File: config.mk
export PLATFORM = sky130hd
export DESIGN_NAME = xml_token_lexer
export DESIGN_NICKNAME = d
export VERILOG_FILES = /design/src/hdl/lx_pkg.sv /design/src/hdl/xml_token_lexer.sv /design/src/hdl/lx_front.sv /design/src/hdl/lx_fifo.sv /design/src/hdl/lx_back.sv
export VERILOG_INCLUDE_DIRS = /design/src /design/src/hdl
export SDC_FILE = /design/constraint.sdc
export NUM_CORES = 1
export LEC_CHECK = 0
export BUFFER_PORTS_ARGS = -buffer_cell sky130_fd_sc_hd__buf_2
export CAP_MARGIN = 20
export CORE_MARGIN = 2
export CORE_UTILIZATION = 40
export DETAILED_ROUTE_END_ITERATION = 10
export HOLD_SLACK_MARGIN = 0.1
export PLACE_DENSITY_LB_ADDON = 0.12
export SLEW_MARGIN = 20
export SYNTH_ARGS = -nofsm -noshare
export SYNTH_HDL_FRONTEND = slang
export SYNTH_SLANG_ARGS = --single-unit
File: constraint.sdc
create_clock -name clk_i -period 16.25 [get_ports clk_i]
set_clock_uncertainty 0.2 [all_clocks]
set_input_delay 0 -clock clk_i [delete_from_list [all_inputs] [get_ports clk_i]]
set_output_delay 0 -clock clk_i [all_outputs]
set_load 0.01 [all_outputs]
File: src/hdl/xml_token_lexer_defines.svh
// assertion macros for the xml token lexer
`ifndef XML_TOKEN_LEXER_DEFINES_SVH
`define XML_TOKEN_LEXER_DEFINES_SVH
`ifndef SYNTH
`define LX_ASSERT(lbl, prop) \
  lbl: assert property (@(posedge clk_i) disable iff (!rst_ni) (prop)) \
    else $error("xml lexer check failed");
`define LX_ASSERT_IMP(lbl, ante, cons) \
  lbl: assert property (@(posedge clk_i) disable iff (!rst_ni) (ante) |-> (cons)) \
    else $error("xml lexer check failed");
`else
`define LX_ASSERT(lbl, prop)
`define LX_ASSERT_IMP(lbl, ante, cons)
`endif
`endif

File: src/hdl/lx_pkg.sv
package lx_pkg;

  typedef enum logic [3:0] {
    TK_EOF       = 4'd0,
    TK_OPEN      = 4'd1,
    TK_CLOSEOPEN = 4'd2,
    TK_GT        = 4'd3,
    TK_SLASH     = 4'd4,
    TK_EQUALS    = 4'd5,
    TK_IDENT     = 4'd6,
    TK_STRING    = 4'd7,
    TK_COMMENT   = 4'd8,
    TK_CDATA     = 4'd9,
    TK_TEXT      = 4'd10,
    TK_ERROR     = 4'd11
  } tok_e;

  localparam int unsigned MaxRes = 4;
  localparam int unsigned RunCntW = $clog2(MaxRes + 1);
  localparam int unsigned ResIdxW = $clog2(MaxRes);
  localparam int unsigned FifoDepth = 4;
  localparam int unsigned FifoPtrW = $clog2(FifoDepth);
  localparam int unsigned FifoCntW = $clog2(FifoDepth + 1);

  localparam logic [7:0] ChLt    = 8'h3C;
  localparam logic [7:0] ChGt    = 8'h3E;
  localparam logic [7:0] ChSlash = 8'h2F;
  localparam logic [7:0] ChBang  = 8'h21;
  localparam logic [7:0] ChDash  = 8'h2D;
  localparam logic [7:0] ChLBr   = 8'h5B;
  localparam logic [7:0] ChRBr   = 8'h5D;
  localparam logic [7:0] ChEq    = 8'h3D;
  localparam logic [7:0] ChDq    = 8'h22;
  localparam logic [7:0] ChSq    = 8'h27;
  localparam logic [7:0] ChAmp   = 8'h26;
  localparam logic [7:0] ChNul   = 8'h00;

  typedef struct packed {
    logic       kind;
    tok_e       tt;
    logic [7:0] data;
  } res_t;

  typedef struct packed {
    logic [RunCntW-1:0]     n;
    res_t [MaxRes-1:0]      r;
  } run_t;

  function automatic run_t run_add(run_t run, logic kind, tok_e tt, logic [7:0] data);
    run_t o;
    o = run;
    if (run.n < RunCntW'(MaxRes)) begin
      o.r[run.n[ResIdxW-1:0]] = '{kind: kind, tt: tt, data: data};
      o.n = run.n + RunCntW'(1);
    end
    return o;
  endfunction

  function automatic logic is_space(logic [7:0] b);
    return (b == 8'd32) || (b >= 8'd9 && b <= 8'd13);
  endfunction

  function automatic logic is_ident(logic [7:0] b);
    return (b == 8'h2D) || (b == 8'h2E) || (b >= 8'h30 && b <= 8'h3A) ||
           (b >= 8'h41 && b <= 8'h5A) || (b == 8'h5F) || (b >= 8'h61 && b <= 8'h7A);
  endfunction

  // "<![CDATA[" by position
  function automatic logic [7:0] cdata_char(logic [3:0] i);
    logic [7:0] c;
    case (i)
      4'd0: c = 8'h3C;
      4'd1: c = 8'h21;
      4'd2: c = 8'h5B;
      4'd3: c = 8'h43;
      4'd4: c = 8'h44;
      4'd5: c = 8'h41;
      4'd6: c = 8'h54;
      4'd7: c = 8'h41;
      4'd8: c = 8'h5B;
      default: c = 8'h00;
    endcase
    return c;
  endfunction

  // entity walker: 0 no match, bit 8 set means done with decoded byte
  function automatic logic [8:0] ent_next(logic [3:0] st, logic [7:0] b);
    logic [8:0] r;
    r = 9'd0;
    case (st)
      4'd1: begin
        if (b == 8'h6C) r = 9'd2;
        else if (b == 8'h67) r = 9'd4;
        else if (b == 8'h61) r = 9'd6;
        else if (b == 8'h71) r = 9'd12;
      end
      4'd2: if (b == 8'h74) r = 9'd3;
      4'd3: if (b == 8'h3B) r = {1'b1, 8'h3C};
      4'd4: if (b == 8'h74) r = 9'd5;
      4'd5: if (b == 8'h3B) r = {1'b1, 8'h3E};
      4'd6: begin
        if (b == 8'h6D) r = 9'd7;
        else if (b == 8'h70) r = 9'd9;
      end
      4'd7: if (b == 8'h70) r = 9'd8;
      4'd8: if (b == 8'h3B) r = {1'b1, 8'h26};
      4'd9: if (b == 8'h6F) r = 9'd10;
      4'd10: if (b == 8'h73) r = 9'd11;
      4'd11: if (b == 8'h3B) r = {1'b1, 8'h27};
      4'd12: if (b == 8'h75) r = 9'd13;
      4'd13: if (b == 8'h6F) r = 9'd14;
      4'd14: if (b == 8'h74) r = 9'd15;
      4'd15: if (b == 8'h3B) r = {1'b1, 8'h22};
      default: r = 9'd0;
    endcase
    return r;
  endfunction

endpackage

File: src/hdl/xml_token_lexer.sv
// xml token lexer: one document byte per cycle in while the run queue has a free slot,
//   one result word per cycle out while the output is not stalled; a byte's results
//   pass the run queue and then the output register; one byte per cycle flows while bytes
//   give one result at most and nothing stalls; a byte with more sends one word per result
// reset: asynchronous active low, lexer returns to between-tokens, queue empties
`include "xml_token_lexer_defines.svh"
module xml_token_lexer (
  input  logic       clk_i,
  input  logic       rst_ni,
  input  logic       in_valid_i,
  output logic       in_ready_o,
  input  logic [7:0] in_byte_i,
  input  logic       is_last_i,
  output logic       out_valid_o,
  input  logic       out_ready_i,
  output logic       kind_o,
  output logic [3:0] tok_code_o,
  output logic [7:0] data_byte_o,
  output logic       last_of_run_o
);
  import lx_pkg::*;

  logic                accept, push, pop;
  run_t                push_run, head;
  logic [FifoCntW-1:0] q_count;
  res_t                res;

  // front end takes a byte whenever the run queue has a free slot
  assign in_ready_o = (q_count != FifoCntW'(FifoDepth));
  assign accept     = in_valid_i && in_ready_o;

  // front: lexer state and classification of one byte into a run of results
  lx_front u_front (
    .clk_i     (clk_i),
    .rst_ni    (rst_ni),
    .accept_i  (accept),
    .in_byte_i (in_byte_i),
    .is_last_i (is_last_i),
    .push_o    (push),
    .run_o     (push_run)
  );

  // queue of runs between front and back
  lx_fifo u_fifo (
    .clk_i   (clk_i),
    .rst_ni  (rst_ni),
    .push_i  (push),
    .wdata_i (push_run),
    .pop_i   (pop),
    .rdata_o (head),
    .count_o (q_count)
  );

  // back: serializes a run into output words, one per cycle while the output is not stalled
  lx_back u_back (
    .clk_i       (clk_i),
    .rst_ni      (rst_ni),
    .avail_i     (q_count != '0),
    .head_i      (head),
    .pop_o       (pop),
    .out_valid_o (out_valid_o),
    .out_ready_i (out_ready_i),
    .res_o       (res),
    .last_o      (last_of_run_o)
  );

  assign kind_o       = res.kind;
  assign tok_code_o   = res.tt;
  assign data_byte_o  = res.data;

  `LX_ASSERT(a_q_bound, q_count <= FifoCntW'(FifoDepth))
  `LX_ASSERT_IMP(a_run_len, push, (push_run.n != '0) && (push_run.n <= RunCntW'(MaxRes)))
  `LX_ASSERT_IMP(a_last_eof, accept && is_last_i, push)
  `LX_ASSERT_IMP(a_marker_zero, out_valid_o && kind_o, data_byte_o == 8'd0)
  `LX_ASSERT_IMP(a_content_tok, out_valid_o && !kind_o, (res.tt == TK_IDENT) || (res.tt == TK_STRING) || (res.tt == TK_COMMENT) || (res.tt == TK_CDATA) || (res.tt == TK_TEXT))

endmodule

File: src/hdl/lx_front.sv
module lx_front (
  input  logic          clk_i,
  input  logic          rst_ni,
  input  logic          accept_i,
  input  logic [7:0]    in_byte_i,
  input  logic          is_last_i,
  output logic          push_o,
  output lx_pkg::run_t  run_o
);
  import lx_pkg::*;

  typedef enum logic [3:0] {
    M_IDLE = 4'd0, M_LT = 4'd1, M_BANG = 4'd2, M_PCOM = 4'd3, M_PCDATA = 4'd4,
    M_IDENT = 4'd5, M_TEXT = 4'd6, M_STRING = 4'd7, M_COMMENT = 4'd8, M_CDATA = 4'd9
  } mode_e;

  mode_e      mode_q, mode_d;
  logic       in_tag_q, in_tag_d, qs_q, qs_d, halted_q, halted_d;
  logic [3:0] pre_q, pre_d, ent_q, ent_d;
  logic [1:0] clos_q, clos_d;

  run_t       run;
  logic       disp, fail_f;
  logic [7:0] b, c, q;
  logic [8:0] er;
  tok_e       ctt;

  always_comb begin
    b = in_byte_i;
    run = '0;
    disp = 1'b0;
    fail_f = 1'b0;
    mode_d = mode_q;
    in_tag_d = in_tag_q;
    qs_d = qs_q;
    halted_d = halted_q;
    pre_d = pre_q;
    ent_d = ent_q;
    clos_d = clos_q;
    q = qs_q ? ChSq : ChDq;
    er = ent_next(ent_q, b);
    c = (mode_q == M_COMMENT) ? ChDash : ChRBr;
    ctt = (mode_q == M_COMMENT) ? TK_COMMENT : TK_CDATA;

    if (!halted_q) begin
      case (mode_q)
        M_LT: begin
          if (b == ChSlash) begin
            in_tag_d = 1'b1;
            run = run_add(run, 1'b1, TK_CLOSEOPEN, 8'd0);
            mode_d = M_IDLE;
          end else if (b == ChBang) begin
            mode_d = M_BANG;
            pre_d = 4'd2;
          end else begin
            in_tag_d = 1'b1;
            run = run_add(run, 1'b1, TK_OPEN, 8'd0);
            mode_d = M_IDLE;
            disp = 1'b1;
          end
        end
        M_BANG: begin
          if (b == ChDash) begin
            mode_d = M_PCOM;
            pre_d = 4'd3;
          end else if (b == ChLBr) begin
            mode_d = M_PCDATA;
            pre_d = 4'd3;
          end else begin
            in_tag_d = 1'b1;
            run = run_add(run, 1'b1, TK_OPEN, 8'd0);
            fail_f = 1'b1;
          end
        end
        M_PCOM: begin
          if (b == ChDash) begin
            mode_d = M_COMMENT;
            clos_d = 2'd0;
            pre_d = 4'd0;
          end else begin
            in_tag_d = 1'b1;
            run = run_add(run, 1'b1, TK_OPEN, 8'd0);
            fail_f = 1'b1;
          end
        end
        M_PCDATA: begin
          if (pre_q < 4'd9 && b == cdata_char(pre_q)) begin
            pre_d = pre_q + 4'd1;
            if (pre_q == 4'd8) begin
              mode_d = M_CDATA;
              clos_d = 2'd0;
              pre_d = 4'd0;
            end
          end else begin
            in_tag_d = 1'b1;
            run = run_add(run, 1'b1, TK_OPEN, 8'd0);
            fail_f = 1'b1;
          end
        end
        M_IDENT: begin
          if (is_ident(b)) begin
            run = run_add(run, 1'b0, TK_IDENT, b);
          end else begin
            run = run_add(run, 1'b1, TK_IDENT, 8'd0);
            mode_d = M_IDLE;
            disp = 1'b1;
          end
        end
        M_TEXT, M_STRING: begin
          if ((mode_q == M_TEXT && b == ChLt) || (mode_q == M_STRING && b == q)) begin
            if (ent_q != 4'd0) begin
              fail_f = 1'b1;
            end else if (mode_q == M_TEXT) begin
              run = run_add(run, 1'b1, TK_TEXT, 8'd0);
              mode_d = M_LT;
              pre_d = 4'd1;
            end else begin
              run = run_add(run, 1'b1, TK_STRING, 8'd0);
              mode_d = M_IDLE;
            end
          end else if (b == ChNul) begin
            fail_f = 1'b1;
          end else if (ent_q == 4'd0) begin
            if (b == ChAmp) ent_d = 4'd1;
            else run = run_add(run, 1'b0, (mode_q == M_TEXT) ? TK_TEXT : TK_STRING, b);
          end else if (er == 9'd0) begin
            fail_f = 1'b1;
          end else if (er[8]) begin
            run = run_add(run, 1'b0, (mode_q == M_TEXT) ? TK_TEXT : TK_STRING, er[7:0]);
            ent_d = 4'd0;
          end else begin
            ent_d = er[3:0];
          end
        end
        M_COMMENT, M_CDATA: begin
          if (b == ChNul) begin
            fail_f = 1'b1;
          end else if (b == c) begin
            if (clos_q < 2'd2) clos_d = clos_q + 2'd1;
            else run = run_add(run, 1'b0, ctt, c);
          end else if (b == ChGt && clos_q == 2'd2) begin
            run = run_add(run, 1'b1, ctt, 8'd0);
            mode_d = M_IDLE;
            clos_d = 2'd0;
          end else if (is_last_i) begin
            fail_f = 1'b1;
          end else begin
            if (clos_q >= 2'd1) run = run_add(run, 1'b0, ctt, c);
            if (clos_q >= 2'd2) run = run_add(run, 1'b0, ctt, c);
            clos_d = 2'd0;
            run = run_add(run, 1'b0, ctt, b);
          end
        end
        default: begin
          mode_d = M_IDLE;
          disp = 1'b1;
        end
      endcase

      // start of a new token
      if (disp) begin
        if (is_space(b)) begin
          mode_d = mode_d;
        end else if (b == ChNul) begin
          halted_d = 1'b1;
          mode_d = M_IDLE;
        end else if (b == ChLt) begin
          mode_d = M_LT;
          pre_d = 4'd1;
        end else if (b == ChGt) begin
          in_tag_d = 1'b0;
          run = run_add(run, 1'b1, TK_GT, 8'd0);
        end else if (in_tag_d) begin
          if (b == ChSlash) begin
            run = run_add(run, 1'b1, TK_SLASH, 8'd0);
          end else if (b == ChEq) begin
            run = run_add(run, 1'b1, TK_EQUALS, 8'd0);
          end else if (b == ChDq || b == ChSq) begin
            mode_d = M_STRING;
            qs_d = (b == ChSq);
            ent_d = 4'd0;
          end else if (is_ident(b)) begin
            mode_d = M_IDENT;
            run = run_add(run, 1'b0, TK_IDENT, b);
          end else begin
            fail_f = 1'b1;
          end
        end else begin
          mode_d = M_TEXT;
          if (b == ChAmp) begin
            ent_d = 4'd1;
          end else begin
            ent_d = 4'd0;
            run = run_add(run, 1'b0, TK_TEXT, b);
          end
        end
      end

      if (fail_f) begin
        run = run_add(run, 1'b1, TK_ERROR, 8'd0);
        halted_d = 1'b1;
        mode_d = M_IDLE;
        ent_d = 4'd0;
        clos_d = 2'd0;
        pre_d = 4'd0;
      end
    end

    // end of document
    if (is_last_i) begin
      if (!halted_d) begin
        case (mode_d)
          M_LT: run = run_add(run, 1'b1, TK_OPEN, 8'd0);
          M_BANG, M_PCOM, M_PCDATA: begin
            run = run_add(run, 1'b1, TK_OPEN, 8'd0);
            run = run_add(run, 1'b1, TK_ERROR, 8'd0);
          end
          M_IDENT: run = run_add(run, 1'b1, TK_IDENT, 8'd0);
          M_TEXT: begin
            if (ent_d != 4'd0) run = run_add(run, 1'b1, TK_ERROR, 8'd0);
            else run = run_add(run, 1'b1, TK_TEXT, 8'd0);
          end
          M_STRING, M_COMMENT, M_CDATA: run = run_add(run, 1'b1, TK_ERROR, 8'd0);
          default: run = run;
        endcase
      end
      run = run_add(run, 1'b1, TK_EOF, 8'd0);
      mode_d = M_IDLE;
      in_tag_d = 1'b0;
      qs_d = 1'b0;
      halted_d = 1'b0;
      pre_d = 4'd0;
      ent_d = 4'd0;
      clos_d = 2'd0;
    end
  end

  assign push_o = accept_i && (run.n != '0);
  assign run_o  = run;

  always_ff @(posedge clk_i or negedge rst_ni) begin
    if (!rst_ni) begin
      mode_q <= M_IDLE;
      in_tag_q <= 1'b0;
      qs_q <= 1'b0;
      halted_q <= 1'b0;
      pre_q <= 4'd0;
      ent_q <= 4'd0;
      clos_q <= 2'd0;
    end else if (accept_i) begin
      mode_q <= mode_d;
      in_tag_q <= in_tag_d;
      qs_q <= qs_d;
      halted_q <= halted_d;
      pre_q <= pre_d;
      ent_q <= ent_d;
      clos_q <= clos_d;
    end
  end

endmodule

File: src/hdl/lx_fifo.sv
module lx_fifo (
  input  logic                           clk_i,
  input  logic                           rst_ni,
  input  logic                           push_i,
  input  lx_pkg::run_t                   wdata_i,
  input  logic                           pop_i,
  output lx_pkg::run_t                   rdata_o,
  output logic [lx_pkg::FifoCntW-1:0]    count_o
);
  import lx_pkg::*;

  run_t                mem_q [FifoDepth];
  logic [FifoPtrW-1:0] wr_q, rd_q;
  logic [FifoCntW-1:0] cnt_q;
  logic                do_push, do_pop;

  assign do_push = push_i && (cnt_q != FifoCntW'(FifoDepth));
  assign do_pop  = pop_i && (cnt_q != '0);
  assign rdata_o = mem_q[rd_q];
  assign count_o = cnt_q;

  always_ff @(posedge clk_i) begin
    if (do_push) mem_q[wr_q] <= wdata_i;
  end

  always_ff @(posedge clk_i or negedge rst_ni) begin
    if (!rst_ni) begin
      wr_q <= '0;
      rd_q <= '0;
      cnt_q <= '0;
    end else begin
      if (do_push) wr_q <= wr_q + FifoPtrW'(1);
      if (do_pop) rd_q <= rd_q + FifoPtrW'(1);
      cnt_q <= cnt_q + FifoCntW'(do_push) - FifoCntW'(do_pop);
    end
  end

endmodule

File: src/hdl/lx_back.sv
module lx_back (
  input  logic          clk_i,
  input  logic          rst_ni,
  input  logic          avail_i,
  input  lx_pkg::run_t  head_i,
  output logic          pop_o,
  output logic          out_valid_o,
  input  logic          out_ready_i,
  output lx_pkg::res_t  res_o,
  output logic          last_o
);
  import lx_pkg::*;

  logic [ResIdxW-1:0] idx_q;
  logic               valid_q, last_q, load, fin;
  res_t               res_q;

  assign load  = avail_i && (!valid_q || out_ready_i);
  assign fin   = (RunCntW'(idx_q) + RunCntW'(1)) == head_i.n;
  assign pop_o = load && fin;

  always_ff @(posedge clk_i) begin
    if (load) begin
      res_q  <= head_i.r[idx_q];
      last_q <= fin;
    end
  end

  always_ff @(posedge clk_i or negedge rst_ni) begin
    if (!rst_ni) begin
      valid_q <= 1'b0;
      idx_q <= '0;
    end else begin
      if (load) begin
        valid_q <= 1'b1;
        idx_q <= fin ? '0 : idx_q + ResIdxW'(1);
      end else if (out_ready_i) begin
        valid_q <= 1'b0;
      end
    end
  end

  assign out_valid_o = valid_q;
  assign res_o       = res_q;
  assign last_o      = last_q;

endmodule
==> metrics.txt <==
largest net degree at the start of global routing=between 50 and 60; Worst EP required=about 16 ns; max-slew violation count=0; HPWL after detailed placement=between 20000 and 30000 µm; CP Launch Type=flip-flop; CTS buffer count=30; Post-synth ARST share=10.34%; IO Port Bufs=28; CP dominant cell by count=ha_1; placed cell area=roughly 0.015 mm²; ANT cells=0; drt wl/cell=roughly 24 µm; Nets=1335; worst slew pin tran=between 0.9 and 1 ns; most common cell after layout, fill and taps aside=edfxtp_1; H-Tree Level Count=1; Overflow after GRT=0; Final Critical Period=9.377 ns; Layout area overhead=11.84%; Max FO, Critical Path=55; # DRC=0; leakage=~5.8 nW; Pwr Density=256.0 mW/mm²; Antenna Nets Post-Route=0; Final Hold Vio Count=0; total clock sinks=~260; Worst Path Arrival=between 9 and 10 ns; Slew headroom=33.94%; most frequent cells in the layout=edfxtp_1, nand2_1, nor2_1; synthesized flop and latch total=between 200 and 300; YS warnings=0; CP Class=flip-flop to flip-flop; DRT Pass-1 Iters=7; vias in the first global route=approximately 11000; Routed Wire Length=roughly 42000 µm; post-route cell area=approximately 0.017 mm²; syn nets=approximately 1300; vias=roughly 11000; routability congestion estimate=approximately 0.9; clk_lat worst skew=approximately 0.56 ns; synth unique cells=between 90 and 100; maximum VDD drop=0.1308 mV; Rows=70; # resized after CTS=0; run status=completed; Hold Crit Class=primary input to async pin; fin crit share=57.70%; initial antenna violation count=0; slowest stage cell, crit path=buf_4; Initial Utilization=between 40% and 50%; Max-Cap Viols=0; share of the yosys chip area belonging to registers=around half; first-pass GRT wire length=between 60000 and 70000 µm; total track usage=21.85%; via density per instance=~6; total negative slack=0 ns; max incr delay on CP=0.63 ns; floorplan die height=196.5 µm; Mapped Cells=around 1300; root buf cell=clkbuf_16; I/O Pins=29; Final Setup Violations=0; Avg Cell Area, Syn=approximately 12 µm²; share of cells above drive strength 1=15.09%; die area=a little under 0.04 mm²; Mapped Area=0.01482 mm²; number of synthesized flops with an enable pin=about 230; DRT iter0 DRCs=920; CTS tree=done; Die X=between 150 and 200 µm; Core Area=about 0.037 mm²; Top FF cell, synth=edfxtp_1; CTS clk-pin slew, worst paths=0.06 ns; maximum clock path buffer count=3; fmax=roughly 0.11 GHz; CP Capture Type=flip-flop; RSZ-0062 raised after global routing=no; filler cell count=around 3400
==> synthesized netlist by cell type (4+ instances only) <==
| library cell | n | area, µm² |
|---|---|---|
| a22o_1 | 7 | 61.31 |
| nor3b_1 | 7 | 52.55 |
| mux4_2 | 68 | 1531 |
| xor2_1 | 5 | 43.79 |
| clkbuf_1 | 53 | 198.9 |
| nor4_1 | 16 | 100.1 |
| a21o_1 | 13 | 97.59 |
| nand2b_1 | 14 | 87.58 |
| or2_2 | 7 | 43.79 |
| xnor2_1 | 14 | 122.6 |
| a31oi_1 | 15 | 93.84 |
| o22ai_1 | 10 | 62.56 |
| a222oi_1 | 4 | 40.04 |
| a22oi_1 | 4 | 30.03 |
| o211ai_1 | 6 | 45.04 |
| nor3_1 | 40 | 200.2 |
| and3_1 | 13 | 81.33 |
| edfxtp_1 | 234 | 7027 |
| a211oi_1 | 20 | 150.1 |
| o21ai_0 | 64 | 320.3 |
| or3_1 | 11 | 68.82 |
| a21oi_1 | 74 | 370.4 |
| ha_1 | 33 | 412.9 |
| or4_1 | 7 | 52.55 |
| a21boi_0 | 11 | 82.58 |
| a32oi_1 | 4 | 35.03 |
| nand3_1 | 24 | 120.1 |
| o2bb2ai_1 | 4 | 35.03 |
| buf_1 | 13 | 48.80 |
| nand4_1 | 8 | 50.05 |
| dfrtp_1 | 27 | 675.7 |
| nor2b_1 | 15 | 93.84 |
| nand4b_1 | 4 | 35.03 |
| mux2i_1 | 7 | 70.07 |
| buf_2 | 9 | 45.04 |
| o21a_1 | 7 | 52.55 |
| inv_1 | 37 | 138.9 |
| o21bai_1 | 12 | 90.09 |
| o31ai_1 | 10 | 75.07 |
| nor2_1 | 108 | 405.4 |
| nand2_1 | 120 | 450.4 |
| and2_1 | 34 | 212.7 |
==> stage by stage <==
step	worst slack, ns	power, mW	hold WS, ns	util (%)	std cells
after global placement	7.075	3.541	-0.06007	42.14	1709
after detailed placement	6.876	3.562	-0.06007	42.14	1709
after global routing	6.099	4.537	0.2723	45.38	1780
after CTS	6.880	4.258	0.2517	45.36	1780
after floorplan	7.174	2.893	-0.4956	-	1271
final	6.873	4.243	0.2572	45.38	1780
==> repair_timing <==
item                      in CTS  in global routing
hold endpoints to repair     151                  0
hold buffers                  15                  0
setup buffers                  0                  0
==> sequential cells by signal (all words and copies together), names as in the netlist, 2 cells and up <==
name / cells
u_fifo.mem_q: 220
u_back.res_o: 13
u_front.ent_q: 4
u_front.mode_q: 4
u_front.pre_q: 4
u_fifo.count_o: 3
u_back.idx_q: 2
u_fifo.rd_q: 2
u_fifo.wr_q: 2
u_front.clos_q: 2
==> routing by layer <==
| layer | part of all wire (%) | GRT usage (%) |
|---|---|---|
| met4 | 2.5 | 6.369 |
| met1 | 45 | 30.37 |
| met2 | 48 | 36.05 |
| met3 | 5.3 | 2.858 |
| met5 | 0 | 0 |
==> cells by family (layout without fill, tap and decap cells) <==
logic type,after synthesis,in the layout,synth area share [%]
fa+ha+maj,34,34,2.921
xor+xnor,20,20,1.233
buf+inv,114,155,3.022
compound gates,313,313,14.50
flops,261,261,51.97
mux,78,78,11.14
simple gates,451,451,15.22
==> power by group <==
group / internal [mW] / total (mW) / switching (mW)
combinational: 0.803 / 2.22 / 1.42
clock: 0.415 / 0.683 / 0.268
sequential: 1.24 / 1.34 / 0.104
==> critical path, delay by kind of cell (launching register included) <==
kind                       cells  cell delay (ns)
and+or+nand+nor                9             2.23
AOI/OAI and AO/OA             12             3.65
buffers and inverters          5             0.96
DFF                            1             0.51
adders and majority gates      5             1.40
==> path summary, 6_finish.rpt <==
path                                     from                  end  slack, ns  cells past startpoint
setup / recovery             u_front.pre_q[1]  u_fifo.mem_q[3][19]       6.87                     31
hold / removal                         rst_ni      u_back.idx_q[1]       0.26                      4
setup reg to reg             u_front.pre_q[1]  u_fifo.mem_q[3][19]       6.87                     31
hold reg to reg            u_back.out_valid_o   u_back.out_valid_o       0.31                      2
max in group asynchronous              rst_ni     u_front.ent_q[2]      15.35                      4
min in group clk_i         u_back.out_valid_o   u_back.out_valid_o       0.31                      2
==> cell type report <==
type | instances | area [µm²] | area share, %
sequential | 261 | 7707 | 46.50
clock inverter | 15 | 161.4 | 0.9738
clock buffer | 41 | 853.3 | 5.148
timing repair buffer | 61 | 435.4 | 2.627
multi-input combinational | 896 | 6688 | 40.35
tap | 468 | 585.6 | 3.533
inverter | 38 | 143.9 | 0.8681
No activity file was read; power rests on OpenSTA's default activity.
